**src/sv/qtt_pkg.sv**
```systemverilog
`default_nettype none
package qtt_pkg;

  localparam int OFFSET_BITS   = 24;
  localparam int POSITION_BITS = 16;

  localparam int OFF_W  = OFFSET_BITS;
  localparam int POS_W  = POSITION_BITS;
  localparam int LEN_W  = 16;
  localparam int HEAD_W = 40;
  localparam int HEAD_BYTES = HEAD_W / 8;

  localparam int OP_DEPTH  = 4;
  localparam int OUT_DEPTH = 4;

  localparam logic [7:0] CH_SPACE   = 8'h20;
  localparam logic [7:0] CH_TAB     = 8'h09;
  localparam logic [7:0] CH_CR      = 8'h0D;
  localparam logic [7:0] CH_LF      = 8'h0A;
  localparam logic [7:0] CH_LPAREN  = 8'h28;
  localparam logic [7:0] CH_RPAREN  = 8'h29;
  localparam logic [7:0] CH_UNDER   = 8'h5F;
  localparam logic [7:0] CH_MINUS   = 8'h2D;

  localparam logic [HEAD_W-1:0] WORD_AND   = 40'h00_0061_6E64;
  localparam logic [HEAD_W-1:0] WORD_OR    = 40'h00_0000_6F72;
  localparam logic [HEAD_W-1:0] WORD_TRUE  = 40'h00_7472_7565;
  localparam logic [HEAD_W-1:0] WORD_FALSE = 40'h66_616C_7365;

  typedef enum logic [3:0] {
    KIND_LPAREN = 4'd0,
    KIND_RPAREN = 4'd1,
    KIND_NUMBER = 4'd2,
    KIND_IDENT  = 4'd3,
    KIND_AND    = 4'd4,
    KIND_OR     = 4'd5,
    KIND_TRUE   = 4'd6,
    KIND_FALSE  = 4'd7,
    KIND_ERROR  = 4'd8,
    KIND_END    = 4'd9
  } token_kind_t;

  typedef enum logic [2:0] {
    CC_SPACE,
    CC_NEWLINE,
    CC_LPAREN,
    CC_RPAREN,
    CC_DIGIT,
    CC_WORD,
    CC_OTHER
  } char_class_t;

  typedef struct packed {
    logic        is_end;
    char_class_t cls;
    logic [7:0]  char_code;
  } op_t;

  typedef struct packed {
    token_kind_t      token_kind;
    logic [OFF_W-1:0] start_offset;
    logic [LEN_W-1:0] token_length;
    logic [POS_W-1:0] start_line;
    logic [POS_W-1:0] start_column;
    logic [POS_W-1:0] end_line;
    logic [POS_W-1:0] end_column;
    logic             last_in_run;
  } token_rec_t;

  typedef struct packed {
    logic [1:0] count;
    token_rec_t r0;
    token_rec_t r1;
  } emit_t;

  function automatic char_class_t classify(input logic [7:0] c);
    char_class_t cls;
    if (c == CH_LF) begin
      cls = CC_NEWLINE;
    end else if (c == CH_SPACE || c == CH_TAB || c == CH_CR) begin
      cls = CC_SPACE;
    end else if (c == CH_LPAREN) begin
      cls = CC_LPAREN;
    end else if (c == CH_RPAREN) begin
      cls = CC_RPAREN;
    end else if (c >= 8'h30 && c <= 8'h39) begin
      cls = CC_DIGIT;
    end else if (c == CH_UNDER || c == CH_MINUS || (c >= 8'h61 && c <= 8'h7A) ||
                 (c >= 8'h41 && c <= 8'h5A)) begin
      cls = CC_WORD;
    end else begin
      cls = CC_OTHER;
    end
    return cls;
  endfunction

endpackage
`default_nettype wire

```
**src/sv/qtt_if.sv**
```systemverilog
`default_nettype none
interface qtt_in_if;
  logic       valid;
  logic       ready;
  logic       action;
  logic [7:0] char_code;

  modport source(output valid, output action, output char_code, input ready);
  modport sink(input valid, input action, input char_code, output ready);
endinterface

interface qtt_out_if;
  logic                      valid;
  logic                      ready;
  logic [3:0]                token_kind;
  logic [qtt_pkg::OFF_W-1:0] start_offset;
  logic [qtt_pkg::LEN_W-1:0] token_length;
  logic [qtt_pkg::POS_W-1:0] start_line;
  logic [qtt_pkg::POS_W-1:0] start_column;
  logic [qtt_pkg::POS_W-1:0] end_line;
  logic [qtt_pkg::POS_W-1:0] end_column;
  logic                      last_in_run;

  modport source(output valid, output token_kind, output start_offset, output token_length,
                 output start_line, output start_column, output end_line,
                 output end_column, output last_in_run, input ready);
  modport sink(input valid, input token_kind, input start_offset, input token_length,
               input start_line, input start_column, input end_line,
               input end_column, input last_in_run, output ready);
endinterface
`default_nettype wire

```
**src/sv/qtt_front.sv**
```systemverilog
`default_nettype none
module qtt_front (
  input  wire logic         clk,
  input  wire logic         rst,
  qtt_in_if.sink            in_ch,
  output qtt_pkg::op_t      op,
  output logic              op_valid,
  input  wire logic         op_take
);
  import qtt_pkg::*;

  localparam int PTR_W = $clog2(OP_DEPTH);
  localparam int CNT_W = $clog2(OP_DEPTH + 1);

  op_t              mem [OP_DEPTH];
  logic [PTR_W-1:0] wptr;
  logic [PTR_W-1:0] rptr;
  logic [CNT_W-1:0] count;
  logic             push;
  logic             pop;
  op_t              op_in;

  assign in_ch.ready = (count != CNT_W'(OP_DEPTH));
  assign push        = in_ch.valid && in_ch.ready;
  assign op_valid    = (count != '0);
  assign pop         = op_valid && op_take;
  assign op          = mem[rptr];

  always_comb begin
    op_in.is_end    = in_ch.action;
    op_in.cls       = classify(in_ch.char_code);
    op_in.char_code = in_ch.char_code;
  end

  always_ff @(posedge clk) begin
    if (push) begin
      mem[wptr] <= op_in;
    end
    if (rst) begin
      wptr  <= '0;
      rptr  <= '0;
      count <= '0;
    end else begin
      if (push) begin
        wptr <= wptr + PTR_W'(1);
      end
      if (pop) begin
        rptr <= rptr + PTR_W'(1);
      end
      count <= count + CNT_W'(push) - CNT_W'(pop);
    end
  end

endmodule
`default_nettype wire

```
**src/sv/qtt_back.sv**
```systemverilog
`default_nettype none
module qtt_back (
  input  wire logic          clk,
  input  wire logic          rst,
  input  wire qtt_pkg::op_t  op,
  input  wire logic          take,
  output qtt_pkg::emit_t     emit
);
  import qtt_pkg::*;

  typedef enum logic [1:0] {
    MODE_IDLE,
    MODE_NUMBER,
    MODE_WORD,
    MODE_ERROR
  } scan_mode_t;

  scan_mode_t               scan_mode, scan_mode_next;
  logic [OFFSET_BITS-1:0]   text_offset, text_offset_next;
  logic [POSITION_BITS-1:0] line_now, line_now_next;
  logic [POSITION_BITS-1:0] column_now, column_now_next;
  logic [OFFSET_BITS-1:0]   tok_offset, tok_offset_next;
  logic [POSITION_BITS-1:0] tok_line, tok_line_next;
  logic [POSITION_BITS-1:0] tok_column, tok_column_next;
  logic [LEN_W-1:0]         token_bytes, token_bytes_next;
  logic [HEAD_W-1:0]        word_head, word_head_next;

  logic        open_now;
  logic        grow;
  logic        advance;
  logic        go_on;
  logic        flush_v;
  logic        second_v;
  token_rec_t  flush_r;
  token_rec_t  second_r;
  token_kind_t word_kind;
  token_kind_t second_kind;
  logic [LEN_W-1:0]  base_bytes;
  logic [HEAD_W-1:0] base_head;

  always_comb begin
    word_kind = KIND_IDENT;
    if (token_bytes == LEN_W'(3) && word_head == WORD_AND) begin
      word_kind = KIND_AND;
    end else if (token_bytes == LEN_W'(2) && word_head == WORD_OR) begin
      word_kind = KIND_OR;
    end else if (token_bytes == LEN_W'(4) && word_head == WORD_TRUE) begin
      word_kind = KIND_TRUE;
    end else if (token_bytes == LEN_W'(5) && word_head == WORD_FALSE) begin
      word_kind = KIND_FALSE;
    end
  end

  always_comb begin
    flush_r.token_kind   = (scan_mode == MODE_NUMBER) ? KIND_NUMBER : word_kind;
    flush_r.start_offset = OFF_W'(tok_offset);
    flush_r.token_length = token_bytes;
    flush_r.start_line   = POS_W'(tok_line);
    flush_r.start_column = POS_W'(tok_column);
    flush_r.end_line     = POS_W'(line_now);
    flush_r.end_column   = POS_W'(column_now);
    flush_r.last_in_run  = 1'b0;

    second_r.token_kind   = second_kind;
    second_r.start_offset = OFF_W'(text_offset);
    second_r.token_length = (second_kind == KIND_END) ? '0 : LEN_W'(1);
    second_r.start_line   = POS_W'(line_now);
    second_r.start_column = POS_W'(column_now);
    second_r.end_line     = POS_W'(line_now);
    second_r.end_column   = POS_W'(column_now);
    second_r.last_in_run  = 1'b1;
  end

  always_comb begin
    scan_mode_next   = scan_mode;
    tok_offset_next  = tok_offset;
    tok_line_next    = tok_line;
    tok_column_next  = tok_column;
    token_bytes_next = token_bytes;
    word_head_next   = word_head;
    text_offset_next = text_offset;
    line_now_next    = line_now;
    column_now_next  = column_now;
    open_now    = 1'b0;
    grow        = 1'b0;
    advance     = 1'b0;
    flush_v     = 1'b0;
    second_v    = 1'b0;
    second_kind = KIND_END;
    go_on = (scan_mode == MODE_NUMBER && op.cls == CC_DIGIT) ||
            (scan_mode == MODE_WORD && (op.cls == CC_DIGIT || op.cls == CC_WORD));

    if (take) begin
      if (op.is_end) begin
        flush_v  = (scan_mode == MODE_NUMBER) || (scan_mode == MODE_WORD);
        second_v = 1'b1;
      end else if (scan_mode != MODE_ERROR) begin
        if (go_on) begin
          grow    = 1'b1;
          advance = 1'b1;
        end else begin
          flush_v = (scan_mode == MODE_NUMBER) || (scan_mode == MODE_WORD);
          scan_mode_next = MODE_IDLE;
          unique case (op.cls) inside
            CC_SPACE, CC_NEWLINE: begin
              advance = 1'b1;
            end
            CC_LPAREN, CC_RPAREN: begin
              second_v    = 1'b1;
              second_kind = (op.cls == CC_LPAREN) ? KIND_LPAREN : KIND_RPAREN;
              advance     = 1'b1;
            end
            CC_DIGIT, CC_WORD: begin
              scan_mode_next = (op.cls == CC_DIGIT) ? MODE_NUMBER : MODE_WORD;
              open_now = 1'b1;
              grow     = 1'b1;
              advance  = 1'b1;
            end
            default: begin
              second_v       = 1'b1;
              second_kind    = KIND_ERROR;
              scan_mode_next = MODE_ERROR;
            end
          endcase
        end
      end
    end

    if (open_now) begin
      tok_offset_next = text_offset;
      tok_line_next   = line_now;
      tok_column_next = column_now;
    end
    base_bytes = open_now ? '0 : token_bytes;
    base_head  = open_now ? '0 : word_head;
    if (grow) begin
      word_head_next = (base_bytes < LEN_W'(HEAD_BYTES)) ? {base_head[HEAD_W-9:0], op.char_code}
                                                         : base_head;
      token_bytes_next = (base_bytes != '1) ? base_bytes + LEN_W'(1) : base_bytes;
    end
    if (advance) begin
      if (text_offset != '1) begin
        text_offset_next = text_offset + OFFSET_BITS'(1);
      end
      if (op.cls == CC_NEWLINE) begin
        if (line_now != '1) begin
          line_now_next = line_now + POSITION_BITS'(1);
        end
        column_now_next = POSITION_BITS'(1);
      end else if (column_now != '1) begin
        column_now_next = column_now + POSITION_BITS'(1);
      end
    end

    emit.r1 = second_r;
    if (flush_v) begin
      emit.r0 = flush_r;
      emit.r0.last_in_run = !second_v;
      emit.count = second_v ? 2'd2 : 2'd1;
    end else begin
      emit.r0 = second_r;
      emit.count = second_v ? 2'd1 : 2'd0;
    end
  end

  always_ff @(posedge clk) begin
    if (rst || (take && op.is_end)) begin
      scan_mode   <= MODE_IDLE;
      text_offset <= '0;
      line_now    <= POSITION_BITS'(1);
      column_now  <= POSITION_BITS'(1);
      tok_offset  <= '0;
      tok_line    <= POSITION_BITS'(1);
      tok_column  <= POSITION_BITS'(1);
      token_bytes <= '0;
      word_head   <= '0;
    end else begin
      scan_mode   <= scan_mode_next;
      text_offset <= text_offset_next;
      line_now    <= line_now_next;
      column_now  <= column_now_next;
      tok_offset  <= tok_offset_next;
      tok_line    <= tok_line_next;
      tok_column  <= tok_column_next;
      token_bytes <= token_bytes_next;
      word_head   <= word_head_next;
    end
  end

endmodule
`default_nettype wire

```
**src/sv/qtt_out_buf.sv**
```systemverilog
`default_nettype none
module qtt_out_buf (
  input  wire logic            clk,
  input  wire logic            rst,
  input  wire qtt_pkg::emit_t  emit,
  output logic                 room,
  qtt_out_if.source            out_ch
);
  import qtt_pkg::*;

  localparam int PTR_W = $clog2(OUT_DEPTH);
  localparam int CNT_W = $clog2(OUT_DEPTH + 1);

  token_rec_t       mem [OUT_DEPTH];
  logic [PTR_W-1:0] wptr;
  logic [PTR_W-1:0] rptr;
  logic [CNT_W-1:0] count;
  logic             pop;
  token_rec_t       head;

  assign room   = (count <= CNT_W'(OUT_DEPTH - 2));
  assign pop    = out_ch.valid && out_ch.ready;
  assign head   = mem[rptr];

  assign out_ch.valid        = (count != '0);
  assign out_ch.token_kind   = head.token_kind;
  assign out_ch.start_offset = head.start_offset;
  assign out_ch.token_length = head.token_length;
  assign out_ch.start_line   = head.start_line;
  assign out_ch.start_column = head.start_column;
  assign out_ch.end_line     = head.end_line;
  assign out_ch.end_column   = head.end_column;
  assign out_ch.last_in_run  = head.last_in_run;

  always_ff @(posedge clk) begin
    if (emit.count != 2'd0) begin
      mem[wptr] <= emit.r0;
    end
    if (emit.count == 2'd2) begin
      mem[wptr + PTR_W'(1)] <= emit.r1;
    end
    if (rst) begin
      wptr  <= '0;
      rptr  <= '0;
      count <= '0;
    end else begin
      wptr <= wptr + PTR_W'(emit.count);
      if (pop) begin
        rptr <= rptr + PTR_W'(1);
      end
      count <= count + CNT_W'(emit.count) - CNT_W'(pop);
    end
  end

endmodule
`default_nettype wire

```
**src/sv/query_text_tokenizer.sv**
```systemverilog
`default_nettype none
// Channel   Dir  Payload
// in_ch     in   action, char_code
// out_ch    out  token_kind, start_offset, token_length, start/end line and column,
//                last_in_run
//
// One byte or end-of-text transfer per cycle while the four-entry op queue has space.
// A transfer is stored in the op queue, then the result buffer, before out_ch; the
// scanner takes one queued op per cycle, pausing only while the four-entry result
// buffer has under two free slots. Synchronous rst clears both queues and scan state.
module query_text_tokenizer (
  input  wire logic  clk,
  input  wire logic  rst,
  qtt_in_if.sink     in_ch,
  qtt_out_if.source  out_ch
);
  import qtt_pkg::*;

  op_t   op;
  logic  op_valid;
  logic  room;
  logic  take;
  emit_t emit;

  assign take = op_valid && room;

  qtt_front u_front (
    .clk      (clk),
    .rst      (rst),
    .in_ch    (in_ch),
    .op       (op),
    .op_valid (op_valid),
    .op_take  (take)
  );

  qtt_back u_back (
    .clk  (clk),
    .rst  (rst),
    .op   (op),
    .take (take),
    .emit (emit)
  );

  qtt_out_buf u_out_buf (
    .clk    (clk),
    .rst    (rst),
    .emit   (emit),
    .room   (room),
    .out_ch (out_ch)
  );

`ifndef SYNTH
  a_two_results_mark_last: assert property (@(posedge clk) disable iff (rst)
    emit.count == 2'd2 |-> !emit.r0.last_in_run && emit.r1.last_in_run)
    else $error("last_in_run misplaced in a two-token run");

  a_end_closes_run: assert property (@(posedge clk) disable iff (rst)
    take && op.is_end |->
      (emit.count == 2'd1 && emit.r0.token_kind == KIND_END) ||
      (emit.count == 2'd2 && emit.r1.token_kind == KIND_END))
    else $error("end of text did not close with an end token");

  a_no_emit_without_take: assert property (@(posedge clk) disable iff (rst)
    !take |-> emit.count == 2'd0)
    else $error("tokens emitted without an op");

  a_error_single_byte: assert property (@(posedge clk) disable iff (rst)
    emit.count != 2'd0 && emit.r0.token_kind == KIND_ERROR |->
      emit.r0.token_length == LEN_W'(1) && emit.r0.end_column == emit.r0.start_column)
    else $error("error token shape wrong");
`endif

endmodule
`default_nettype wire
```
**src/flat_wrapper.sv**
```systemverilog
// flat-port wrapper written by rule: the top's interface ports become plain ports
module query_text_tokenizer_flat import qtt_pkg::*;
  (clk, rst, in_ch_valid, in_ch_action, in_ch_char_code, in_ch_ready, out_ch_valid, out_ch_token_kind, out_ch_start_offset, out_ch_token_length, out_ch_start_line, out_ch_start_column, out_ch_end_line, out_ch_end_column, out_ch_last_in_run, out_ch_ready);
  qtt_in_if in_ch_i ();
  qtt_out_if out_ch_i ();
  input  wire logic clk;
  input  wire logic rst;
  input wire logic [$bits(in_ch_i.valid)-1:0] in_ch_valid;
  input wire logic [$bits(in_ch_i.action)-1:0] in_ch_action;
  input wire logic [$bits(in_ch_i.char_code)-1:0] in_ch_char_code;
  output wire logic [$bits(in_ch_i.ready)-1:0] in_ch_ready;
  output wire logic [$bits(out_ch_i.valid)-1:0] out_ch_valid;
  output wire logic [$bits(out_ch_i.token_kind)-1:0] out_ch_token_kind;
  output wire logic [$bits(out_ch_i.start_offset)-1:0] out_ch_start_offset;
  output wire logic [$bits(out_ch_i.token_length)-1:0] out_ch_token_length;
  output wire logic [$bits(out_ch_i.start_line)-1:0] out_ch_start_line;
  output wire logic [$bits(out_ch_i.start_column)-1:0] out_ch_start_column;
  output wire logic [$bits(out_ch_i.end_line)-1:0] out_ch_end_line;
  output wire logic [$bits(out_ch_i.end_column)-1:0] out_ch_end_column;
  output wire logic [$bits(out_ch_i.last_in_run)-1:0] out_ch_last_in_run;
  input wire logic [$bits(out_ch_i.ready)-1:0] out_ch_ready;
  assign in_ch_i.valid = in_ch_valid;
  assign in_ch_i.action = in_ch_action;
  assign in_ch_i.char_code = in_ch_char_code;
  assign in_ch_ready = in_ch_i.ready;
  assign out_ch_valid = out_ch_i.valid;
  assign out_ch_token_kind = out_ch_i.token_kind;
  assign out_ch_start_offset = out_ch_i.start_offset;
  assign out_ch_token_length = out_ch_i.token_length;
  assign out_ch_start_line = out_ch_i.start_line;
  assign out_ch_start_column = out_ch_i.start_column;
  assign out_ch_end_line = out_ch_i.end_line;
  assign out_ch_end_column = out_ch_i.end_column;
  assign out_ch_last_in_run = out_ch_i.last_in_run;
  assign out_ch_i.ready = out_ch_ready;
  query_text_tokenizer u_core (.clk(clk), .rst(rst), .in_ch(in_ch_i), .out_ch(out_ch_i));
endmodule
```
**config.mk**
```make
export PLATFORM = sky130hd
export DESIGN_NAME = query_text_tokenizer_flat
export DESIGN_NICKNAME = d
export VERILOG_FILES = /design/src/sv/qtt_pkg.sv /design/src/sv/qtt_if.sv /design/src/sv/qtt_front.sv /design/src/sv/qtt_back.sv /design/src/sv/qtt_out_buf.sv /design/src/sv/query_text_tokenizer.sv /design/src/flat_wrapper.sv
export SDC_FILE = /design/constraint.sdc
export NUM_CORES = 1
export LEC_CHECK = 0
export ABC_CLOCK_PERIOD_IN_PS = 6200
export BUFFER_PORTS_ARGS = -buffer_cell sky130_fd_sc_hd__clkbuf_2
export CAP_MARGIN = 20
export CORE_ASPECT_RATIO = 1.1
export CORE_MARGIN = 1
export CORE_UTILIZATION = 25
export CTS_CLUSTER_SIZE = 12
export DETAILED_ROUTE_END_ITERATION = 8
export PLACE_DENSITY = 0.39
export RECOVER_POWER = 25
export SETUP_SLACK_MARGIN = 0.02
export SKIP_LAST_GASP = 1
export SYNTH_ARGS = -nofsm -noshare
export SYNTH_HDL_FRONTEND = slang
export SYNTH_SLANG_ARGS = --single-unit
export TNS_END_PERCENT = 30
```
**constraint.sdc**
```tcl
create_clock -name clk -period 6.2 [get_ports clk]
set_input_delay 0.62 -clock clk [delete_from_list [all_inputs] [get_ports clk]]
set_output_delay 0.62 -clock clk [all_outputs]
set_load 0.01 [all_outputs]
```
---- Word-level counts from Yosys, hierarchy flattened ----
Memory sizes are Yosys's and may differ from the RTL's. A register that Yosys moved wholly into a read port is not among the register bits.
Index checks and enable logic that the tools add are counted.
word-level totals
  memory bits (read-only) ................. 0
  bits of input ports ..................... 13
  RAM bits ................................ 484
  word-level logic and storage cells ...... 174
  register bits ........................... 184
  memories kept ........................... 2
  latch bits .............................. 0
memory list
  memory                depth  width  rd ports  clocked after Yosys merged registers in  wr ports  line               source
  u_core.u_out_buf.mem  4      109    1         1                                        2         qtt_out_buf.sv:14  token_rec_t mem [OUT_DEPTH];
  u_core.u_front.mem    4      12     1         1                                        1         qtt_front.sv:15    op_t mem [OP_DEPTH];
cells by class
  equal/unequal tests ..................... 31
  divide/modulo/power cells ............... 0
  reductions and logical operators ........ 40
  mux-type cells .......................... 62
  shift operators ......................... 0
  multiply operators ...................... 0
  magnitude comparators ................... 8
  bitwise gates (word level) .............. 2
  $add $sub $neg .......................... 13
operator list
  kind                                                                number
  2-to-1 mux 111 bit                                                  1
  2-to-1 mux 40 bit                                                   2
  2-to-1 mux 16 bit                                                   4
  adder 16 x 1 -> 16 bit (second input constant)                      3
  != test 16 bit (second input constant)                              3
  == test 40 x 15 -> 1 bit (second input constant)                    1
  == test 40 x 23 -> 1 bit (second input constant)                    1
  == test 40 x 31 -> 1 bit (second input constant)                    1
  == test 40 x 39 -> 1 bit (second input constant)                    1
  == test 16 x 2 -> 1 bit (second input constant)                     2
  == test 16 x 3 -> 1 bit (second input constant)                     2
  == test 8 x 6 -> 1 bit (second input constant)                      4
  2-to-1 mux 1 bit                                                    32
  2-to-1 mux 4 bit                                                    8
  adder 24 x 1 -> 24 bit (second input constant)                      1
  == test 8 x 4 -> 1 bit (second input constant)                      3
  != test 24 bit (second input constant)                              1
  greater-or-equal comparator 8 x 7 -> 1 bit (second input constant)  2
  <= comparator 8 x 7 -> 1 bit (second input constant)                2
  < comparator 16 x 3 -> 1 bit (second input constant)                1
  2-to-1 mux 2 bit                                                    8
  2-to-1 mux 3 bit                                                    5
  logical AND 1 bit                                                   14
  logical OR 1 bit                                                    9
  other kinds (30)                                                    45

---- Logic depth before layout (Yosys ltp) ----
  depth in word-level cells ............... 14
  depth in mapped cells ................... 16
  mapped depth without buffers ............ 16

---- By module ----
A second synthesis with hierarchy kept.
second synthesis, totals
  cell total of the unflattened synthesis .. 2365
  area total of the unflattened synthesis .. 33036.7 µm²
modules (own cells, without submodules)
  module                cells each  area an instance (µm²)  sequential area each (µm²)  times used
  qtt_out_buf           1103        21430.6                 13272.7                     1
  qtt_back              1121        9220.1                  3403.3                      1
  qtt_front             140         2379.8                  1621.6                      1
  query_text_tokenizer  1           6.3                     0.0                         1

---- Worst setup path after synthesis ----
OpenSTA, ideal clock, no wires.
  path type ............................... register to register
  start ................................... reg (tool-made name)
  end ..................................... mem u_core.u_out_buf.mem[0][100] (netlist bit) (enable)
  data arrival time ....................... 5.082 ns
  period minus slack after synthesis ...... 5.570 ns
  slack ................................... 0.630 ns
  required time ........................... 5.712 ns
  cell stages (with the launch flop) ...... 13
  buffers on the path ..................... 3
  library setup time ...................... 0.488 ns
  path through ............................ dfxtp_1 > clkbuf_1 > mux2_2 > o221a_2 > o21ai_0 > nand2_1 > inv_2 > ha_1 > or3_1 > clkbuf_1 > and2_1 > inv_1 > clkbuf_1
RTL lines
  item           line
  end, declared  qtt_out_buf.sv:14

==> impl_metrics.ini <==
[timing]
clock.fmax_mhz = 188
hold_viol = 0
rsz0062_at_grt = false
relSlewSlack_pct = -93.0
tns_ps = 0
slew_viol_final = 169
skew_ps = 31.3
setup_viol = 0
worst_pin_slew_ps = 2890
period_minus_slack_ps = 5330
final.period_utilization_pct = 85.9

[clock_network]
tritoncts = yes
htreeDepth = 3
path_clk_slew_ps = 60
cts_sinks = 672
clock_latency_ps = 640
holdBufCountCts = 0
post_cts_resized = 0
cts_setup_buffers = 0
clock_path_buffers = 3
root_buffer = clkbuf_16
cts_buffers = 79

[hold_path]
hold_path.class = input port to register
hp-start = in_ch_action
hold_path_end = u_core.u_front.mem[0][11]
hold_depth = 1

[die]
fp.dieW_um = 328
pin_count = 124
dieArea_um2 = 118000
core_area_um2 = 116000
rows = 131
die_h_um = 360
start_util_pct = 25.2

[run]
drv_cap = 5

[power_and_ir_drop]
power_density_nw_per_um2 = 445
sw_frac_of_total_pct = 34.9
p_clk_share_pct = 29.8
peakVddDrop_mv = 0.350
pwr-share-comb_pct = 29.8
cell_internal_pwr_mw = 9.78
switchingPower_mw = 5.25
power.share.sequential_pct = 40.4
leakage_nw = 10.7

[synth]
ys_warn_count = 0
synth-edff-count = 412
synth-main-ff-cell = edfxtp_1
syn_avg_cell_area_um2 = 12.9
syn_nets = 2306
yosysUniqueCellTypes = 62
ys_ff_latch = 672
async_flop_share_pct = 0
seq_area_frac_synth_pct = 60.2
postSynthCellCount = 2270
synth_area_um2 = 29200

[critical_path]
cpPeakStageDelay_ps = 2140
crit_required_ps = 5580
cp_num_buf_inv = 2
critical_path_class = register to output pin
cp.arrival_ps = 4710
setup.worst_path.start_class = register
reg2reg_depth = 7
critPathCaptureType = output pin
crit_slowest_cell = dfxtp_1
r2r-end = u_core.u_back.tok_column[15]
r2r_slack_ps = 910
crit_fanout = 40
crit_chain = clkbuf_2, mux4_2, clkbuf_1
cp_top_family = flip-flops

[detailed_routing]
ant_nets = 0
drc = 0
vias = 18800
detail_route.iter0.violations = 1215
drt_wl_total_um = 86700
drt_first_pass_iters = 5
via_per_inst = 4.83
wire_per_inst_um = 22.3

[grt]
grt_overflow = 0
grt_pass1_vias = 19300
track_usage_pct = 14.6
grt_max_degree = 72
antenna_found_initial = 1
grt_pass1_wl_um = 129000

[finish]
area_growth_pct = 15.6
nNetsFinal = 2337
drive_gt1_share_pct = 12.9
multi_input_area_um2 = 10700
register_area_um2 = 17600
final_core_util_pct = 29.1
postLayoutCellArea_um2 = 33800
fillers = 11600
antenna_cells = 0

[placed_design]
post_dp_cell_area_um2 = 31500
place_congestion = 0.770
dp_hpwl_um = 50300
portBuffers = 123

[run_status]
status = complete, but fails checks
violations = max-capacitance violations, max-slew violations
-- cell usage after synthesis (18+ instances only) --
cell type  instances  area [um^2]
nor2_1           155          582
nor4_1            22          138
mux4_2           121         2730
dfxtp_1          260         5200
nand3_1           36          180
mux2i_1           18          180
buf_1             32          120
xnor2_1           37          324
clkbuf_1         176          661
nand4_1           28          175
nor3_1            29          145
and2_1           130          813
a22oi_1           23          173
and3_1            20          125
xor2_1            30          263
a22o_1           284         2490
inv_1             32          120
a21oi_1           81          405
o21ai_0           18         90.1
edfxtp_1         412        12400
ha_1              21          263
nand2_1          181          679
-- cell families (layout without fill, tap and decap cells) --
kind of cell / after synthesis / in the layout / synth area share (%)
AO/OA/AOI/OAI: 446 / 446 / 11.9
multiplexers: 141 / 141 / 10.0
buffers and inverters: 248 / 343 / 3.26
adder cells (fa/ha/maj): 23 / 23 / 1.04
flip-flops: 672 / 672 / 60.2
XOR/XNOR: 67 / 67 / 2.01
AND/OR/NAND/NOR: 673 / 673 / 11.6
-- cell usage in the layout (no fill, tap or decap), types with 5 or more instances in the layout --
cell type,instances
edfxtp_1,412
a22o_1,284
dfxtp_1,259
nand2_1,181
nor2_1,149
clkbuf_1,149
and2_1,127
mux4_2,121
clkbuf_16,82
a21oi_1,81
xnor2_1,37
nand3_1,35
xor2_1,30
nor3_1,29
inv_1,29
nand4_1,28
buf_4,26
a22oi_1,23
nor4_1,22
ha_1,21
and3_1,20
mux2i_1,18
o21ai_0,14
or3_1,12
clkinv_2,12
buf_12,11
nand2b_1,8
or4_1,8
clkbuf_8,8
clkbuf_2,8
nor2b_1,7
and4_1,7
clkinv_1,6
a21o_1,5
nor4b_1,5
or2_2,5
-- per-layer routing --
layer / up-vias / GRT usage, % / part of all wire, % / routed length (um)
met2: 433 / 25.0 / 50 / 43300
met3: 132 / 2.25 / 4.1 / 3580
met4: 0 / 4.55 / 2.2 / 1940
met5: - / 0 / 0 / 0
li1: 8623 / - / - / -
met1: 9608 / 18.7 / 44 / 37900
-- power groups by stage --
stage / Combinational [mW] / Sequential [mW] / Clock, mW
after floorplan: 2.66 / 6.09 / 0
after global placement: 4.75 / 6.14 / 0
after detailed placement: 4.77 / 6.18 / 0
after CTS: 4.78 / 6.09 / 4.62
after global routing: 4.88 / 6.16 / 4.78
final: 4.48 / 6.07 / 4.48
-- sequential cells by signal, indices dropped and copies added (netlist names), 3 cells and up, named ones only --
| signal | flops |
|---|---|
| u_core.u_back.column_now | 16 |
| u_core.u_back.line_now | 16 |
| u_core.u_back.text_offset | 24 |
| u_core.u_back.tok_column | 16 |
| u_core.u_back.tok_line | 16 |
| u_core.u_back.tok_offset | 24 |
| u_core.u_back.token_bytes | 16 |
| u_core.u_back.word_head | 40 |
| u_core.u_front.count | 3 |
| u_core.u_front.mem | 48 |
| u_core.u_out_buf.count | 3 |
| u_core.u_out_buf.mem | 436 |
-- worst max-delay path by stage --
stage	startpoint	to	slack, ps	cells past startpoint
floorplan	register	u_core.u_out_buf.mem[0][100]	630	12
detailed placement	register	u_core.u_out_buf.mem[3][92]	1250	11
global route	register	u_core.u_back.tok_column[14]	530	7
CTS	register	u_core.u_out_buf.mem[3][103]	1200	11
global placement	register	u_core.u_out_buf.mem[3][92]	1310	11
finish	register	out_ch_start_offset[18]	870	3
-- stage by stage --
| stage | hold WS (ps) | std cells | power (mW) | setup WS, ps |
|---|---|---|---|---|
| 3_5_place_dp | 443 | 3748 | 10.9 | 1250 |
| 6_report | 255 | 3894 | 15.0 | 874 |
| 4_1_cts | 166 | 3893 | 15.5 | 1200 |
| 2_1_floorplan | 420 | 2270 | 8.75 | 630 |
| 5_1_grt | 250 | 3894 | 15.8 | 528 |
| 3_3_place_gp | 434 | 3747 | 10.9 | 1310 |
-- layout make-up --
class / count / area share (%)
Timing Repair Buffer: 165 / 2.69
Sequential cell: 672 / 52.1
Clock inverter: 25 / 0.589
Tap cell: 1529 / 5.67
Multi-Input combinational cell: 1350 / 31.8
Inverter: 33 / 0.397
Clock buffer: 120 / 6.74
(Power assumes the default switching activity.)
